`config.mk`:
```
export PLATFORM = sky130hd
export DESIGN_NAME = fqa_post
export DESIGN_NICKNAME = d
export VERILOG_FILES = /design/src/rtl/core/fqa_pkg.sv /design/src/rtl/core/fqa_post.sv
export SDC_FILE = /design/constraint.sdc
export NUM_CORES = 1
export LEC_CHECK = 0
export BUFFER_PORTS_ARGS = -buffer_cell sky130_fd_sc_hd__clkbuf_2
export CAP_MARGIN = 20
export CORE_ASPECT_RATIO = 1.4
export CORE_MARGIN = 1
export CORE_UTILIZATION = 36
export CTS_CLUSTER_SIZE = 14
export DETAILED_ROUTE_END_ITERATION = 7
export PLACE_DENSITY = 0.77
export SLEW_MARGIN = 0
export SYNTH_ARGS = -nofsm -noshare
export SYNTH_HDL_FRONTEND = slang
export SYNTH_SLANG_ARGS = --single-unit
```
`constraint.sdc`:
```
create_clock -name clk -period 0.8 [get_ports clk]
set_input_delay 0.04 -clock clk [delete_from_list [all_inputs] [get_ports clk]]
set_output_delay 0.04 -clock clk [all_outputs]
set_load 0.01 [all_outputs]
```
`src/rtl/core/fqa_pkg.sv`:
```
package fqa_pkg;

    localparam int FRAC_W      = 24;
    localparam int INT_W       = 18;
    localparam int VEC_W       = INT_W + FRAC_W;
    localparam int ANG_W       = 28;
    localparam int TABLE_LEN   = 24;
    localparam int ROUND_SHIFT = 11;
    localparam int Q_W         = ANG_W - ROUND_SHIFT;
    localparam int OUT_W       = 16;
    localparam int IN_W        = 16;

    localparam int ANGLE_MAX_I   = 25736;
    localparam int HALF_PI_OUT_I = 12868;

    localparam logic signed [ANG_W-1:0] HALF_PI_INT = 28'sd26353589;
    localparam logic signed [ANG_W-1:0] ROUND_BIAS  = 28'sd1024;

    // atan(2^-i) scaled by 2^24
    localparam logic signed [ANG_W-1:0] ATAN_TABLE [TABLE_LEN] = '{
        28'sd13176795, 28'sd7778716, 28'sd4110060, 28'sd2086331,
        28'sd1047214,  28'sd524117,  28'sd262123,  28'sd131069,
        28'sd65536,    28'sd32768,   28'sd16384,   28'sd8192,
        28'sd4096,     28'sd2048,    28'sd1024,    28'sd512,
        28'sd256,      28'sd128,     28'sd64,      28'sd32,
        28'sd16,       28'sd8,       28'sd4,       28'sd2
    };

    typedef enum logic [2:0] {
        KIND_CORDIC,
        KIND_ORIGIN,
        KIND_POS_Y,
        KIND_NEG_Y,
        KIND_NEG_X,
        KIND_POS_X
    } kind_t;

    typedef struct packed {
        logic  valid;
        kind_t kind;
    } ctl_t;

    typedef struct packed {
        logic signed [VEC_W-1:0] x;
        logic signed [VEC_W-1:0] y;
        logic signed [ANG_W-1:0] z;
    } vec_t;

endpackage

```
`src/rtl/core/fqa_post.sv`:
```
module fqa_post
(
    input  logic                              clk,
    input  logic                              rst_n,
    input  logic                              adv,
    input  fqa_pkg::ctl_t                     ctl_in,
    input  fqa_pkg::vec_t                     vec_in,
    output logic                              out_valid,
    output logic signed [fqa_pkg::OUT_W-1:0]  angle,
    output logic                              origin_flag
);

    localparam logic signed [fqa_pkg::Q_W-1:0] Q_MAX = fqa_pkg::Q_W'(fqa_pkg::ANGLE_MAX_I);
    localparam logic signed [fqa_pkg::Q_W-1:0] Q_MIN = -Q_MAX;
    localparam logic signed [fqa_pkg::OUT_W-1:0] A_MAX = fqa_pkg::OUT_W'(fqa_pkg::ANGLE_MAX_I);
    localparam logic signed [fqa_pkg::OUT_W-1:0] A_HALF =
        fqa_pkg::OUT_W'(fqa_pkg::HALF_PI_OUT_I);

    logic                              valid_reg;
    logic signed [fqa_pkg::OUT_W-1:0]  angle_reg;
    logic signed [fqa_pkg::OUT_W-1:0]  angle_next;
    logic                              flag_reg;
    logic                              flag_next;
    logic signed [fqa_pkg::ANG_W-1:0]  sum;
    logic signed [fqa_pkg::Q_W-1:0]    q;
    logic signed [fqa_pkg::OUT_W-1:0]  q_sat;

    // round half up to Q3.13, then clamp to +-pi
    assign sum = vec_in.z + fqa_pkg::ROUND_BIAS;
    assign q   = sum[fqa_pkg::ANG_W-1:fqa_pkg::ROUND_SHIFT];

    always_comb
    begin
        if (q > Q_MAX)
        begin
            q_sat = A_MAX;
        end
        else if (q < Q_MIN)
        begin
            q_sat = -A_MAX;
        end
        else
        begin
            q_sat = q[fqa_pkg::OUT_W-1:0];
        end
    end

    always_comb
    begin
        flag_next = 1'b0;
        case (ctl_in.kind)
            fqa_pkg::KIND_ORIGIN:
            begin
                angle_next = '0;
                flag_next  = 1'b1;
            end
            fqa_pkg::KIND_POS_Y: angle_next = A_HALF;
            fqa_pkg::KIND_NEG_Y: angle_next = -A_HALF;
            fqa_pkg::KIND_NEG_X: angle_next = A_MAX;
            fqa_pkg::KIND_POS_X: angle_next = '0;
            default:             angle_next = q_sat;
        endcase
    end

    always_ff @(posedge clk or negedge rst_n)
    begin
        if (!rst_n)
        begin
            valid_reg <= 1'b0;
        end
        else if (adv)
        begin
            valid_reg <= ctl_in.valid;
        end
    end

    always_ff @(posedge clk)
    begin
        if (adv)
        begin
            angle_reg <= angle_next;
            flag_reg  <= flag_next;
        end
    end

    assign out_valid   = valid_reg;
    assign angle       = angle_reg;
    assign origin_flag = flag_reg;

endmodule

```
==> results.md <==
| Step | Item | Reported |
|:---|:---|:---|
| run status | Outcome | finished, violations left |
| run status | Violated checks | negative setup slack |
| yosys | Area contributors post-synth | sky130_fd_sc_hd__edfxtp_1, sky130_fd_sc_hd__xnor2_1, sky130_fd_sc_hd__a21oi_1 |
| grt | Vias in the first global route | 1907 |
| yosys | Post-synthesis area per instance | 8.75 um^2 |
| yosys | Largest area contributor in the netlist | sky130_fd_sc_hd__edfxtp_1 |
| timing | Total negative slack for setup checks | -16.79 ns |
| routing | Number of design rule violations left after detail routing | 0 |
| power | Switching share of power | 30.2% |
| finish | Flip-flop count of the largest register after layout | 16 |
| yosys | Share of synthesized registers carrying an async set or reset | 5.56% |
| power | Switching pwr | 897 uW |
| worst setup path | Chain of cells forming the critical path | clkbuf_16 -> ha_4 -> and4_4 -> nand3_4 -> nor4_4 -> a211oi_2 -> o311ai_2 -> a21oi_2 -> or3_4 -> o21ai_2 |
| clock network | Clock buffer count from CTS | 3 |
| yosys | Part of the Yosys area used for sequential elements | 30.8% |
| routing | DR pass1 iterations | 4 |
| power | Part of the power in combinational logic | 40.5% |
| routing | Number of vias per cell | 5.44 |
| min path | Hold EP | out_valid |
| place | Number of placed instances with taps included | 351 |
| power | Seq pwr share | 39.1% |
| yosys | Synthesized net count | 319 |
| timing | Slew Limit Headroom | 75.2% |
| worst setup path | Critical Path End Type | flip-flop |
| worst setup path | Worst stage delay on the critical path | 0.43 ns |
| worst setup path | Biggest fanout along the worst timing path | 7 |
| power | Pwr/cell area | 1000 mW/mm^2 |
| routing | Antenna violation net count after detailed routing | 0 |
| yosys | Most numerous cell in the Yosys netlist | sky130_fd_sc_hd__edfxtp_1 |
| grt | Global routing usage summed across all routing layers | 20.2% |
| grt | Maximum number of pins on one net before global-route repair | 18 |
| finish | Cell area after layout | 0.00296 mm^2 |
| min path | Type of the most critical hold path | in2reg |
| finish | Number of nets at the end of the flow | 429 |
| clock network | Clock slew at reported path FFs | 0.06 ns |
| place | Number of buffer cells added on primary ports | 42 |
| worst setup path | Type of element launching the critical path | input pin |
| clock network | Clock tree from TritonCTS | yes |
| power | Static Leak | 1.23 nW |
| clock network | H-tree Lvls | 1 |
| yosys | Area of the mapped netlist | 0.00174 mm^2 |
| worst setup path | Critical R2R Launch | out_valid |
| grt | Global-route wire length before repair | 8120 um |
| timing | Unrepaired setup endpoints after global routing | yes |
| yosys | Area share of the largest cell type after synthesis | 29.3% |
| clock network | Sinks on the clock net | 18 |
| clock network | CTS Buffer Depth | 2 |
| floorplanning | Die ar. | 0.00512 mm^2 |
| yosys | Number of storage elements in the synthesis netlist | 18 |
| routing | Detailed Route Iter0 Violations | 95 |
| floorplanning | Die height | 84.3 um |
| place | HPWL reported at the end of detailed placement | 3810 um |
| finish | Area delta synth->final | 70.2% |
| yosys | Synth Instances | 199 |
| yosys | Count of different cell masters after synthesis | 59 |
| power | Total design power | 2.98 mW |
| power | Worst IR Drop VDD | 0.476 mV |
| routing | Average wire per cell in the routed design | 14.7 um |
| worst setup path | Arrival time worst endpoint | 2.06 ns |
| clock network | Clock network latency to the later pin of the worst-skew pair | 0.25 ns |
| timing | Final clock period utilization by the worst path | 244% |
| power | Internal power component | 2.08 mW |
| routing | Via count | 2013 |
| worst setup path | Worst reg-to-reg path cell count | 1 |
| floorplanning | Horizontal die dimension | 60.8 um |
| timing | Hold Violations, Final | 0 |
| yosys | EDFF count, synth | 17 |
| timing | Number of slew-limit violations in the final report | 0 |
| floorplanning | Ports | 137 |
| clock network | Cell chosen for the clock root | sky130_fd_sc_hd__clkbuf_8 |
| worst setup path | Reg-to-reg critical path endpoint | out_valid |
| worst setup path | Worst reg2reg setup slack | 0.04 ns |
| finish | Share of post-route cells with drive strength above 1 | 58.1% |
| timing | Setup slack of the critical path after layout | -1.15 ns |
| worst setup path | Data required time at the worst endpoint | 0.90 ns |
| grt | Total gr overflow | 0 |
| timing | Slew at the pin closest to its max-slew limit | 0.367 ns |
| job | Max-cap violations | 0 |
| place | Worst setup timing slack at the placement stage | -1.44 ns |
| min path | Depth of the worst hold-timing path | 2 |
| floorplanning | Initial core utilization | 38.1% |
| place | Cell Area, Placed | 0.00249 mm^2 |
| worst setup path | Worst path slowest cell | sky130_fd_sc_hd__or3_4 |
| worst setup path | Worst setup path category | in2reg |
| grt | Antenna violations before repair | 0 |
| routing | Detailed-route wire length | 5430 um |
| timing | Worst-case clock skew | 0 ns |
| floorplanning | Core Rows | 29 |
| timing | Maximum achievable frequency | 512 MHz |
| yosys | Most numerous cell types in the synthesized netlist | sky130_fd_sc_hd__edfxtp_1, sky130_fd_sc_hd__a21oi_1, sky130_fd_sc_hd__nand2_1, sky130_fd_sc_hd__nor3_1, sky130_fd_sc_hd__xnor2_1 |
| floorplanning | Placeable core region | 0.00457 mm^2 |
| min path | Hold wc startpoint | ctl_in[3] |
| timing | Endpoints failing setup | 17 |
| yosys | Number of warnings issued by yosys | 0 |
| place | Routability-driven placement congestion ratio | 0.910 |
| finish | Antenna diode count | 0 |
| finish | Count of filler cells inserted in the layout | 364 |
| power | Clock power share | 20.4% |
| timing | Minimum clock period | 1.95 ns |
| yosys | Most common flop cell mapped by yosys | sky130_fd_sc_hd__edfxtp_1 |
| finish | Non-filler cells, final | 370 |
-- layout by cell type (no fill, tap or decap), types with 3 or more instances in the layout --
cell	instances
sky130_fd_sc_hd__buf_4	71
sky130_fd_sc_hd__clkbuf_2	36
sky130_fd_sc_hd__edfxtp_1	17
sky130_fd_sc_hd__nand2_1	12
sky130_fd_sc_hd__xnor2_1	10
sky130_fd_sc_hd__a21oi_1	8
sky130_fd_sc_hd__nand3_1	8
sky130_fd_sc_hd__o21ai_1	8
sky130_fd_sc_hd__buf_6	7
sky130_fd_sc_hd__inv_1	6
sky130_fd_sc_hd__nor3_1	6
sky130_fd_sc_hd__a21oi_2	6
sky130_fd_sc_hd__clkbuf_8	6
sky130_fd_sc_hd__nand4_1	5
sky130_fd_sc_hd__o21ai_0	4
sky130_fd_sc_hd__nor2_4	4
sky130_fd_sc_hd__nor3_2	4
sky130_fd_sc_hd__or3_1	4
sky130_fd_sc_hd__and2_1	4
sky130_fd_sc_hd__nor2_1	3
sky130_fd_sc_hd__nand3_4	3
sky130_fd_sc_hd__and4_4	3
sky130_fd_sc_hd__a31oi_1	3
sky130_fd_sc_hd__o2111ai_1	3
sky130_fd_sc_hd__xor2_1	3
sky130_fd_sc_hd__and3_1	3
sky130_fd_sc_hd__o21ai_2	3
-- per-stage QoR --
step	hold slack [ns]	util, %
after floorplan	-0.256	-
after global placement	-0.186	54.5
after detailed placement	-0.183	54.5
after CTS	0.0232	61.7
after global routing	0.0278	64.8
final	0.0228	64.8
-- layout make-up --
cell class / instances / area [um^2] / share of cell area, %
multi-input combinational: 159 / 1370 / 46.2
timing repair buffer: 121 / 913 / 30.8
sequential: 18 / 536 / 18.1
tap: 62 / 77.6 / 2.62
clock buffer: 3 / 41.3 / 1.39
inverter: 6 / 22.5 / 0.760
clock inverter: 1 / 3.75 / 0.127
-- metal layers --
layer  part of all wire [%]  up-vias  wire length [um]  global-route usage [%]
met2                     56       59              3060                    38.2
met4                    2.4        0               132                    7.64
met3                    2.8       17               152                    1.08
met5                      0        -                 0                       0
li1                       -      971                 -                       -
met1                     38      966              2090                    22.5
-- how the worst max path moves through the flow --
stage / startpoint / endpoint / slack [ns] / depth (start not counted)
detailed placement: vec_in[10] / angle[4] / -1.44 / 10
global route: vec_in[10] / angle[7] / -1.28 / 11
global placement: vec_in[10] / angle[12] / -1.36 / 10
finish: vec_in[11] / angle[12] / -1.15 / 10
CTS: vec_in[11] / angle[9] / -1.06 / 10
floorplan: vec_in[10] / angle[11] / -1.14 / 10
-- worst max-delay path, delay by kind of cell --
| family | cells | cell delay (ns) |
|---|---|---|
| simple gates | 4 | 1.12 |
| buf+inv | 1 | 0.11 |
| fa+ha+maj | 1 | 0.17 |
| compound gates | 4 | 0.61 |
-- power by group through the flow --
| stage | Combinational, mW | Clock (mW) | Sequential (mW) |
|---|---|---|---|
| 4_1_cts | 1.09 | 0.605 | 1.16 |
| 5_1_grt | 1.30 | 0.637 | 1.18 |
| 3_5_place_dp | 0.962 | 0 | 1.18 |
| 6_report | 1.20 | 0.608 | 1.16 |
| 3_3_place_gp | 0.941 | 0 | 1.18 |
| 2_1_floorplan | 0.455 | 0 | 1.24 |
-- cells by family (layout without fill, tap and decap cells) --
logic type	after synthesis	after routing	share of synthesized area [%]
buffers and inverters	22	131	6.47
adder cells (fa/ha/maj)	2	2	1.29
AND/OR/NAND/NOR	87	87	31.6
flip-flops	18	18	30.8
AO/OA/AOI/OAI	51	51	19.0
XOR/XNOR	17	17	9.63
multiplexers	2	2	1.22
-- what timing repair did --
item                                    in CTS  in global routing
hold buffers                                 1                  0
resized for setup                           41                 22
endpoints found under the setup margin      17                 29
hold endpoints to repair                     1                  0
pin swaps                                   14                 16
setup buffers                                8                  6
No activity file was read; power rests on OpenSTA's default activity.
