### config.mk
export PLATFORM = sky130hd
export DESIGN_NAME = fqa_prerot
export DESIGN_NICKNAME = d
export VERILOG_FILES = /design/src/rtl/core/fqa_pkg.sv /design/src/rtl/core/fqa_prerot.sv
export SDC_FILE = /design/constraint.sdc
export NUM_CORES = 1
export LEC_CHECK = 0
export BUFFER_PORTS_ARGS = -buffer_cell sky130_fd_sc_hd__buf_2
export CORE_ASPECT_RATIO = 2
export CORE_MARGIN = 4
export CORE_UTILIZATION = 41
export DETAILED_ROUTE_END_ITERATION = 10
export PLACE_DENSITY = 0.73
export SLEW_MARGIN = 5
export SYNTH_ARGS = -nofsm -noshare
export SYNTH_HDL_FRONTEND = slang
export SYNTH_SLANG_ARGS = --single-unit
### constraint.sdc
create_clock -name clk -period 1.2 [get_ports clk]
set_clock_uncertainty 0.1 [all_clocks]
set_input_delay 0.18 -clock clk [delete_from_list [all_inputs] [get_ports clk]]
set_output_delay 0.18 -clock clk [all_outputs]
set_load 0.005 [all_outputs]
### src/rtl/core/fqa_pkg.sv
package fqa_pkg;

    localparam int FRAC_W      = 24;
    localparam int INT_W       = 18;
    localparam int VEC_W       = INT_W + FRAC_W;
    localparam int ANG_W       = 28;
    localparam int TABLE_LEN   = 24;
    localparam int ROUND_SHIFT = 11;
    localparam int Q_W         = ANG_W - ROUND_SHIFT;
    localparam int OUT_W       = 16;
    localparam int IN_W        = 16;

    localparam int ANGLE_MAX_I   = 25736;
    localparam int HALF_PI_OUT_I = 12868;

    localparam logic signed [ANG_W-1:0] HALF_PI_INT = 28'sd26353589;
    localparam logic signed [ANG_W-1:0] ROUND_BIAS  = 28'sd1024;

    // atan(2^-i) scaled by 2^24
    localparam logic signed [ANG_W-1:0] ATAN_TABLE [TABLE_LEN] = '{
        28'sd13176795, 28'sd7778716, 28'sd4110060, 28'sd2086331,
        28'sd1047214,  28'sd524117,  28'sd262123,  28'sd131069,
        28'sd65536,    28'sd32768,   28'sd16384,   28'sd8192,
        28'sd4096,     28'sd2048,    28'sd1024,    28'sd512,
        28'sd256,      28'sd128,     28'sd64,      28'sd32,
        28'sd16,       28'sd8,       28'sd4,       28'sd2
    };

    typedef enum logic [2:0] {
        KIND_CORDIC,
        KIND_ORIGIN,
        KIND_POS_Y,
        KIND_NEG_Y,
        KIND_NEG_X,
        KIND_POS_X
    } kind_t;

    typedef struct packed {
        logic  valid;
        kind_t kind;
    } ctl_t;

    typedef struct packed {
        logic signed [VEC_W-1:0] x;
        logic signed [VEC_W-1:0] y;
        logic signed [ANG_W-1:0] z;
    } vec_t;

endpackage

### src/rtl/core/fqa_prerot.sv
module fqa_prerot
(
    input  logic                                 clk,
    input  logic                                 rst_n,
    input  logic                                 adv,
    input  logic                                 in_valid,
    input  logic signed [fqa_pkg::IN_W-1:0]      x_coord,
    input  logic signed [fqa_pkg::IN_W-1:0]      y_coord,
    output fqa_pkg::ctl_t                        ctl_out,
    output fqa_pkg::vec_t                        vec_out
);

    fqa_pkg::ctl_t ctl_reg;
    fqa_pkg::ctl_t ctl_next;
    fqa_pkg::vec_t vec_reg;
    fqa_pkg::vec_t vec_next;

    logic signed [fqa_pkg::INT_W-1:0] xe;
    logic signed [fqa_pkg::INT_W-1:0] ye;
    logic signed [fqa_pkg::INT_W-1:0] nx;
    logic signed [fqa_pkg::INT_W-1:0] ny;
    logic signed [fqa_pkg::ANG_W-1:0] nz;
    logic                             x_zero;
    logic                             y_zero;

    assign xe = {{(fqa_pkg::INT_W - fqa_pkg::IN_W){x_coord[fqa_pkg::IN_W-1]}}, x_coord};
    assign ye = {{(fqa_pkg::INT_W - fqa_pkg::IN_W){y_coord[fqa_pkg::IN_W-1]}}, y_coord};
    assign x_zero = (x_coord == '0);
    assign y_zero = (y_coord == '0);

    always_comb
    begin
        ctl_next.valid = in_valid;
        if (x_zero && y_zero)
        begin
            ctl_next.kind = fqa_pkg::KIND_ORIGIN;
        end
        else if (x_zero)
        begin
            ctl_next.kind = y_coord[fqa_pkg::IN_W-1] ? fqa_pkg::KIND_NEG_Y : fqa_pkg::KIND_POS_Y;
        end
        else if (y_zero)
        begin
            ctl_next.kind = x_coord[fqa_pkg::IN_W-1] ? fqa_pkg::KIND_NEG_X : fqa_pkg::KIND_POS_X;
        end
        else
        begin
            ctl_next.kind = fqa_pkg::KIND_CORDIC;
        end
    end

    // quarter turn into the right half plane
    always_comb
    begin
        if (xe[fqa_pkg::INT_W-1])
        begin
            if (!ye[fqa_pkg::INT_W-1] && !y_zero)
            begin
                nx = ye;
                ny = -xe;
                nz = fqa_pkg::HALF_PI_INT;
            end
            else
            begin
                nx = -ye;
                ny = xe;
                nz = -fqa_pkg::HALF_PI_INT;
            end
        end
        else
        begin
            nx = xe;
            ny = ye;
            nz = '0;
        end
        vec_next.x = {nx, {fqa_pkg::FRAC_W{1'b0}}};
        vec_next.y = {ny, {fqa_pkg::FRAC_W{1'b0}}};
        vec_next.z = nz;
    end

    always_ff @(posedge clk or negedge rst_n)
    begin
        if (!rst_n)
        begin
            ctl_reg <= '0;
        end
        else if (adv)
        begin
            ctl_reg <= ctl_next;
        end
    end

    always_ff @(posedge clk)
    begin
        if (adv)
        begin
            vec_reg <= vec_next;
        end
    end

    assign ctl_out = ctl_reg;
    assign vec_out = vec_reg;

endmodule

==> flow_summary.toml, run 1 <==
[route]
drtIter0Drc = 174
viasPerCell = 5.19
wl_per_cell_um = 17.1
ant_nets = 0
firstDrtPassIters = 4
post-route-drc-count = 0
drt_wl_total_mm = 9.92
vias = 3009

[setup_path]
slowest_stage = "or4_4"
cp.required_ns = 1.33
crit_type = "primary input to register"
endpoint_kind = "register"
cp-start-kind = "primary input"
max_stage_delay_ns = 0.47
worstPathMaxFanout = 3
critical_path.top_delay_family = "simple AND/OR/NAND/NOR gates"
worstPathCellList = "buf_8 -> inv_6 -> ha_4 -> or3b_4 -> or4_4 -> nor4b_4 -> a31o_1"
worstPathArrival_ns = 1.76
cp.buffers_inverters = 2

[grt]
use_met2_pct = 40.3
grt_overflow = 0
grt_max_degree = 33
globalRouteMet3Util_pct = 3.13
busiest_layer = "met2"
gr-usage-met1_pct = 19.0
grt.total_usage_pct = 20.7
grt_pass1_wl_mm = 15.0
grt_pass1_vias = 3018
grt_antenna_before_repair = 0

[pwr]
p_per_area_nw_per_um2 = 914
p_leak_uw = 0.00214
p_total_uw = 4490
ir_drop_mv = 0.550

[die]
die_area_um2 = 9130
ios = 152
die_w_um = 69.6
row_count = 44
initial_utilization_pct = 42.5
core_area_um2 = 7320
fp.dieH_um = 131

[synth]
synth_area_um2 = 3110
syn_area_per_cell_um2 = 9.60
synth_cell_type_count = 55
synth-seq-cells = 43
ys.flop_type = "edfxtp_1"
yosysTopAreaCell = "edfxtp_1"
async_flop_share_pct = 9.30
synth.yosys.seq_area_share_pct = 40.9
synth_warnings = 0
synth-edff-count = 39
ys_top_cells_by_area = "edfxtp_1, buf_4, or3_1, nor2_1, a31oi_1"
synth_top_area_share_pct = 37.6
syn_inst = 324

[timing]
fin_crit_sh_pct = 136
maxSlewViolCount = 0
hold_slack_ns = 0.0305
timing.fmax_mhz = 612
rsz0062_at_grt = "true"
finalSetupViolCount = 63
hold_viol = 0
period_minus_slack_ns = 1.63
layout_setup_ws_ns = -0.433

[cells_and_area]
fin_util_pct = 67.1
area_delta_synth_final_pct = 57.9
drive_gt1_share_pct = 54.3
post-route-cell-area_um2 = 4910
antenna_cells = 0
nNetsFinal = 525

[placed_design]
place.gp.congestion = 0.921
hpwlAfterDp_mm = 7.34
pre_cts_ws_ns = -0.831
port_buffers = 103
place_area_um2 = 4050

[clocking]
path_clk_slew_ns = 0.06
clockBufferDepth = 2
cts_tree = "yes"
root_buffer = "clkbuf_16"
cts_buffers = 5
clkLatencyLatePin_ns = 0.29
cts.htree.levels = 2
clock-sinks = 43

[flow_run]
maxCapViolCount = 0

[status]
status = "finished with violations"
violations = "setup timing"

[hold_path]
hp-class = "primary input to register"
## kinds of logic after synthesis
| family | synth area share, % |
|---|---|
| other | 0.121 |
| xor gates and xnor gates | 1.69 |
| muxes | 0.362 |
| DFF | 40.9 |
| and+or+nand+nor | 21.7 |
| adders and majority gates | 0.804 |
| buffers and inverters | 20.4 |
| AOI/OAI and AO/OA | 14.0 |
## final timing paths
check	start	endpoint	slack, ns	depth (start not counted)
min in group asynchronous	rst_n	ctl_out[0]$_DFFE_PN0P_	0.14	2
max in group asynchronous	rst_n	ctl_out[3]$_DFFE_PN0P_	0.73	2
worst min-delay path	in_valid	ctl_out[3]$_DFFE_PN0P_	0.03	2
worst max register to register	ctl_out[1]$_DFFE_PN0P_	ctl_out[1]$_DFFE_PN0P_	0.29	2
worst max-delay path	x_coord[1]	ctl_out[1]$_DFFE_PN0P_	-0.43	7
worst min register to register	ctl_out[0]$_DFFE_PN0P_	ctl_out[0]$_DFFE_PN0P_	0.39	2
## layout by cell type (no fill, tap or decap), drive strengths merged, types with 6 or more instances in the layout
| cell | Yosys | layout |
|---|---|---|
| a31oi | 17 | 17 |
| inv | 7 | 7 |
| nor4 | 6 | 6 |
| nor3 | 10 | 10 |
| buf | 76 | 191 |
| nand3 | 9 | 9 |
| o21ai | 18 | 18 |
| clkbuf | 9 | 7 |
| nand2 | 8 | 8 |
| nor2 | 33 | 33 |
| conb | 1 | 49 |
| a21oi | 10 | 10 |
| edfxtp | 39 | 39 |
| or3 | 22 | 22 |
## repair_timing
item	4_1_cts	5_1_grt
endpoints found under the hold margin	4	0
setup buffers	14	2
resized for setup	77	43
pin swaps	44	18
endpoints found under the setup margin	64	63
hold buffers	1	0
cloned	1	1
## sequential cells by signal (all words and copies together), names as in the netlist
signal and cells:
ctl_out 4, vec_out 39
## per-layer routing
layer  part of all wire, %  vias to the layer above
met3                   6.8                       33
met1                    30                     1401
met2                    57                      177
li1                      -                     1398
met4                   5.8                        0
met5                     0                        -
## cells in the mapped netlist (2+ instances only)
master / number
a21oi_1: 10
a31oi_1: 17
a41oi_1: 2
and3_1: 2
and4_1: 3
buf_4: 73
buf_6: 2
clkbuf_1: 9
dfrtp_1: 4
edfxtp_1: 39
ha_1: 2
inv_1: 7
nand2_1: 8
nand2b_1: 2
nand3_1: 9
nor2_1: 33
nor2b_1: 4
nor3_1: 9
nor4_1: 5
nor4b_4: 2
o211ai_1: 3
o21ai_0: 14
o21ai_1: 4
o31ai_1: 4
or2_2: 2
or3_1: 20
or3_2: 2
or4_4: 2
xnor2_1: 3
xor2_1: 3
## layout make-up
type	instances	area, um2
Tap cell	92	115
Sequential cell	43	1270
Fill cell	573	2410
Clock buffer	6	139
Inverter	7	61.3
Timing Repair Buffer	193	1570
Multi-Input combinational cell	237	1740
Clock inverter	2	16.3
## report_power, final
group          internal (uW)  switching [uW]  total (uW)
Sequential              1790            37.8        1830
Combinational            667             622        1290
Clock                    830             544        1370
Total                   3290            1200        4490
## through the flow
stage,setup TNS (ns),std cells
6_report,-12.25,580
5_1_grt,-14.67,580
4_1_cts,-10.95,577
3_5_place_dp,-24.20,554
2_1_floorplan,-12.40,372
3_3_place_gp,-23.25,554
Power figures use the tool's default switching activity.
==> run 2: changes to the inputs <==
ABC_AREA = 1   (was not set)
PLACE_DENSITY = 0.72   (was 0.73)
==> flow_summary.toml, run 2 <==
[synth]
syn_area_per_cell_um2 = 7.41
yosysTopAreaCell = "edfxtp_1"
ys_top_cells_by_area = "edfxtp_1, buf_4, nand2_1, nand3_1, inv_1"
synth_area_um2 = 3250
ys.flop_type = "edfxtp_1"
synth_cell_type_count = 27
syn_inst = 438
synth.yosys.seq_area_share_pct = 39.2
synth_top_area_share_pct = 36.1
synth-edff-count = 39
async_flop_share_pct = 9.30
synth-seq-cells = 43
yosys-top-cells-count = "nand2_1, buf_4, nand3_1"
synth_most_common_cell = "nand2_1"
synth_warnings = 0

[die]
die_w_um = 70.9
fp.dieH_um = 134
row_count = 45
core_area_um2 = 7660
die_area_um2 = 9490
initial_utilization_pct = 42.4
ios = 152

[cells_and_area]
multiInputGateArea_um2 = 1770
mostFrequentLayoutCells = "nand2_1, buf_2, buf_4"
largest_register_ffs = 39
regArea_um2 = 1270
nNetsFinal = 630
antenna_cells = 0
drive_gt1_share_pct = 45.4
n_fill_cell = 667
area_delta_synth_final_pct = 54.8
final_common_cell = "nand2_1"

[route]
wl_per_cell_um = 14.6
firstDrtPassIters = 5
post-route-drc-count = 0
drtIter0Drc = 170
viasPerCell = 4.83
drt_wl_total_mm = 10.1
ant_nets = 0
vias = 3316

[timing]
finalSetupViolCount = 56
timing.fmax_mhz = 773
maxSlewViolCount = 0
fin_crit_sh_pct = 108
hold_viol = 0
period_minus_slack_ns = 1.29
rsz0062_at_grt = "true"
hold_slack_ns = 0.0963
layout_setup_ws_ns = -0.0934

[flow_run]
maxCapViolCount = 0

[clocking]
clock-sinks = 43
root_buffer = "clkbuf_16"
clockBufferDepth = 2
cts_buffers = 5
path_clk_slew_ns = 0.06
cts.htree.levels = 2
cts_tree = "yes"
clkLatencyLatePin_ns = 0.29

[hold_path]
hold_start = "adv"
hp-class = "primary input to register"

[placed_design]
hpwlAfterDp_mm = 7.15
place.gp.congestion = 0.861
port_buffers = 103

[grt]
grt_pass1_wl_mm = 15.1
grt.total_usage_pct = 20.3
grt_pass1_vias = 3206
grt_max_degree = 28
grt_antenna_before_repair = 0
grt_overflow = 0

[setup_path]
worstPathCellList = "buf_8 -> clkinv_8 -> ha_4 -> nand2_4 -> nor2_4 -> nand2_8 -> buf_12 -> nand2_8 -> buf_6 -> nand2_2 -> inv_2 -> nand2_2 -> nand3_2"
cp.required_ns = 1.14
worstPathMaxFanout = 7
critical_path.top_delay_family = "simple AND/OR/NAND/NOR gates"
worstPathArrival_ns = 1.23
r2r-start = "ctl_out[1]$_DFFE_PN0P_"
crit_type = "primary input to register"
cp-start-kind = "primary input"
slowest_stage = "ha_4"
cp.buffers_inverters = 5
max_stage_delay_ns = 0.16
endpoint_kind = "register"
startpoint = "y_coord[1]"

[status]
status = "finished with violations"
violations = "setup timing"

[pwr]
p_total_uw = 4380
ir_drop_mv = 0.552
p_leak_uw = 0.00252
p_per_area_nw_per_um2 = 873
## run 2: changes by cell type in the layout (fill, tap and decap cells not counted), sizes merged, moves of 4 or more
cell,delta
nand4,+9
nor2b,-4
a21oi,-7
buf,-11
or3,-22
nor4,-6
inv,+31
nor3,-7
nand3,+44
a31oi,-17
o31ai,-4
nand2,+136
## run 2: path summary, 6_finish.rpt
check	end	slack (ns)	cells past startpoint
worst max-delay path	vec_out[53]$_DFFE_PP_	-0.09	13
worst min-delay path	ctl_out[3]$_DFFE_PN0P_	0.1	3
worst max register to register	ctl_out[1]$_DFFE_PN0P_	0.48	2
worst min register to register	ctl_out[2]$_DFFE_PN0P_	0.37	2
max in group asynchronous	ctl_out[3]$_DFFE_PN0P_	0.76	2
min in group asynchronous	ctl_out[1]$_DFFE_PN0P_	0.12	2
## run 2: metrics by stage
| step | cells | setup TNS [ns] | utilization (%) | area (um2) | setup slack (ns) |
|---|---|---|---|---|---|
| after floorplan | 486 | -4.77 | - | 3510 | -0.226 |
| after global placement | 660 | -14.99 | 52.9 | 4050 | -0.510 |
| after detailed placement | 660 | -15.46 | 52.9 | 4050 | -0.501 |
| after CTS | 683 | -3.36 | 61.8 | 4740 | -0.103 |
| after global routing | 687 | -5.63 | 65.6 | 5020 | -0.167 |
| final | 687 | -3.27 | 65.6 | 5020 | -0.0934 |
## run 2: layer usage
metal	track usage, %	routed length (um)	vias up
met5	0	0	-
met4	11.7	481	0
met3	2.70	622	34
met2	39.8	5820	142
met1	19.1	3130	1536
li1	-	-	1604
## run 2: area by class of cell
class                   instances  share of cell area [%]
clock buffers                   6                    2.57
clock inverters                 2                   0.249
inverters                      39                    3.56
multi-input cells             319                    35.3
flip-flops and latches         43                    25.3
well taps                      94                    2.34
repair buffers                184                    30.7
## run 2: cells by family after synthesis
family / after synthesis / share of synthesized area, %
AOI/OAI and AO/OA: 19 / 2.97
xor gates and xnor gates: 4 / 1.08
adders and majority gates: 2 / 0.771
buffers and inverters: 126 / 23.7
DFF: 43 / 39.2
other: 1 / 0.116
and+or+nand+nor: 243 / 32.2
## run 2: timing repair
action | in CTS | in global routing
pin swaps | 23 | 42
hold buffers | 2 | 0
cloned | 4 | 2
gates resized for setup | 80 | 73
endpoints found under the setup margin | 62 | 64
setup buffers | 9 | 3
endpoints found under the hold margin | 5 | 0
## run 2: tightest hold or removal path, stage by stage
cell     delay [ns]
buf_2          0.15
nand2_1        0.07
nand2_1        0.05
## run 2: where the power goes
| group | total [uW] | switching, uW | leakage (uW) | internal, uW |
|---|---|---|---|---|
| combinational | 1240 | 635 | 0.00202 | 608 |
| clock | 1320 | 549 | 0.0000669 | 767 |
| sequential | 1820 | 34.9 | 0.000434 | 1790 |
==> run 3: changes to the inputs <==
==> constraint.sdc (replaced) <==
create_clock -name clk -period 1.2 [get_ports clk]
set_clock_uncertainty 0.1 [all_clocks]
set_input_delay 0.24 -clock clk [delete_from_list [all_inputs] [get_ports clk]]
set_output_delay 0.24 -clock clk [all_outputs]
set_load 0.005 [all_outputs]
==> flow_summary.toml, run 3 (synthesis results as in run 2) <==
[cells_and_area]
largest_register_ffs = 39
drive_gt1_share_pct = 46.3
area_delta_synth_final_pct = 56.1
final_common_cell = "nand2_1"
fin_util_pct = 66.1
nNetsFinal = 627
mostFrequentLayoutCells = "nand2_1, buf_2, buf_4"
antenna_cells = 0

[clocking]
clkLatencyLatePin_ns = 0.28
clock-sinks = 43
cts.htree.levels = 2
clockBufferDepth = 2
root_buffer = "clkbuf_16"
path_clk_slew_ns = 0.06
cts_buffers = 5
cts_tree = "yes"

[setup_path]
reg2reg_slack_ns = 0.45
worstPathArrival_ns = 1.36
endpoint_kind = "register"
crit_type = "primary input to register"
worstPathMaxFanout = 7
ff2ff_path_depth = 2
r2r-start = "ctl_out[1]$_DFFE_PN0P_"
reg2reg_to = "ctl_out[1]$_DFFE_PN0P_"
cp-start-kind = "primary input"
cp.required_ns = 1.14

[timing]
timing.fmax_mhz = 703
fin_crit_sh_pct = 119
maxSlewViolCount = 0
rsz0062_at_grt = "true"
period_minus_slack_ns = 1.42
hold_viol = 0
hold_slack_ns = 0.0654
layout_setup_ws_ns = -0.223
finalSetupViolCount = 61

[die]
fp.dieH_um = 134
die_w_um = 70.9
initial_utilization_pct = 42.4
row_count = 45
die_area_um2 = 9490
core_area_um2 = 7660
ios = 152

[route]
drt_wl_total_mm = 11.1
ant_nets = 0
post-route-drc-count = 0
vias = 3441
drtIter0Drc = 269
wl_per_cell_um = 16.2
firstDrtPassIters = 5
viasPerCell = 5.03

[hold_path]
hold_depth = 3
hold_end = "ctl_out[3]$_DFFE_PN0P_"
hold_start = "in_valid"
hp-class = "primary input to register"

[pwr]
p_per_area_nw_per_um2 = 896
p_total_uw = 4540
ir_drop_mv = 0.745
p_leak_uw = 0.00255

[grt]
grt_antenna_before_repair = 0
grt.total_usage_pct = 22.0
grt_pass1_vias = 3418
grt_max_degree = 28
grt_overflow = 0
grt_pass1_wl_mm = 16.4

[placed_design]
port_buffers = 103
hpwlAfterDp_mm = 7.28
pre_cts_ws_ns = -0.592
place.gp.congestion = 0.883

[flow_run]
maxCapViolCount = 0

[status]
status = "finished with violations"
violations = "setup timing"
[run 3: how the worst max path moves through the flow]
stage / start / end / slack [ns] / depth (start not counted)
after floorplan: y_coord[15] / vec_out[61]$_DFFE_PP_ / -0.29 / 10
after global placement: y_coord[1] / vec_out[109]$_SDFFCE_PN0P_ / -0.56 / 8
after detailed placement: y_coord[1] / vec_out[109]$_SDFFCE_PN0P_ / -0.59 / 8
after CTS: y_coord[0] / vec_out[63]$_DFFE_PP_ / -0.16 / 11
after global routing: y_coord[2] / vec_out[105]$_DFFE_PP_ / -0.32 / 9
final: y_coord[0] / vec_out[105]$_DFFE_PP_ / -0.22 / 10
[run 3: layer usage]
layer / part of all wire [%] / track usage (%) / up-vias / wire length, um
met2: 58 / 43.8 / 192 / 6400
met3: 6.8 / 2.18 / 30 / 751
met4: 4.2 / 11.2 / 0 / 465
met1: 31 / 21.3 / 1622 / 3480
met5: 0 / 0 / - / 0
li1: - / - / 1597 / -
[run 3: final cells by class]
cell class / instances / area (um2)
Timing Repair Buffer: 181 / 1530
Tap cell: 94 / 118
Clock buffer: 8 / 156
Fill cell: 662 / 2590
Sequential cell: 43 / 1270
Multi-Input combinational cell: 319 / 1800
Inverter: 39 / 181
[run 3: report_power, final]
group / switching [uW] / internal, uW / total [uW]
clock: 555 / 887 / 1440
sequential: 38.1 / 1790 / 1830
combinational: 661 / 607 / 1270
[run 3: stage by stage]
step           area, um2  TNS (ns)  instances
3_3_place_gp        4060    -16.45        658
3_5_place_dp        4060    -17.36        658
2_1_floorplan       3520     -6.81        486
4_1_cts             4770     -6.64        682
5_1_grt             5060    -10.97        684
6_report            5060     -7.71        684
[run 3: timing repair]
| item | CTS | global route |
|---|---|---|
| hold endpoints to repair | 4 | 0 |
| hold buffers | 1 | 0 |
| pin swaps | 21 | 46 |
| gates resized for setup | 83 | 71 |
| cloned | 5 | 1 |
| endpoints found under the setup margin | 64 | 65 |
| setup buffers | 11 | 1 |
[run 3: worst max-delay path: stages]
cell and delay, ns:
buf_12 0.11, inv_12 0.04, ha_4 0.13, nand2_4 0.06
nor2_4 0.16, nand2_8 0.15, nand2_4 0.17, nand3_1 0.12
nand3_1 0.12, nand2_1 0.06
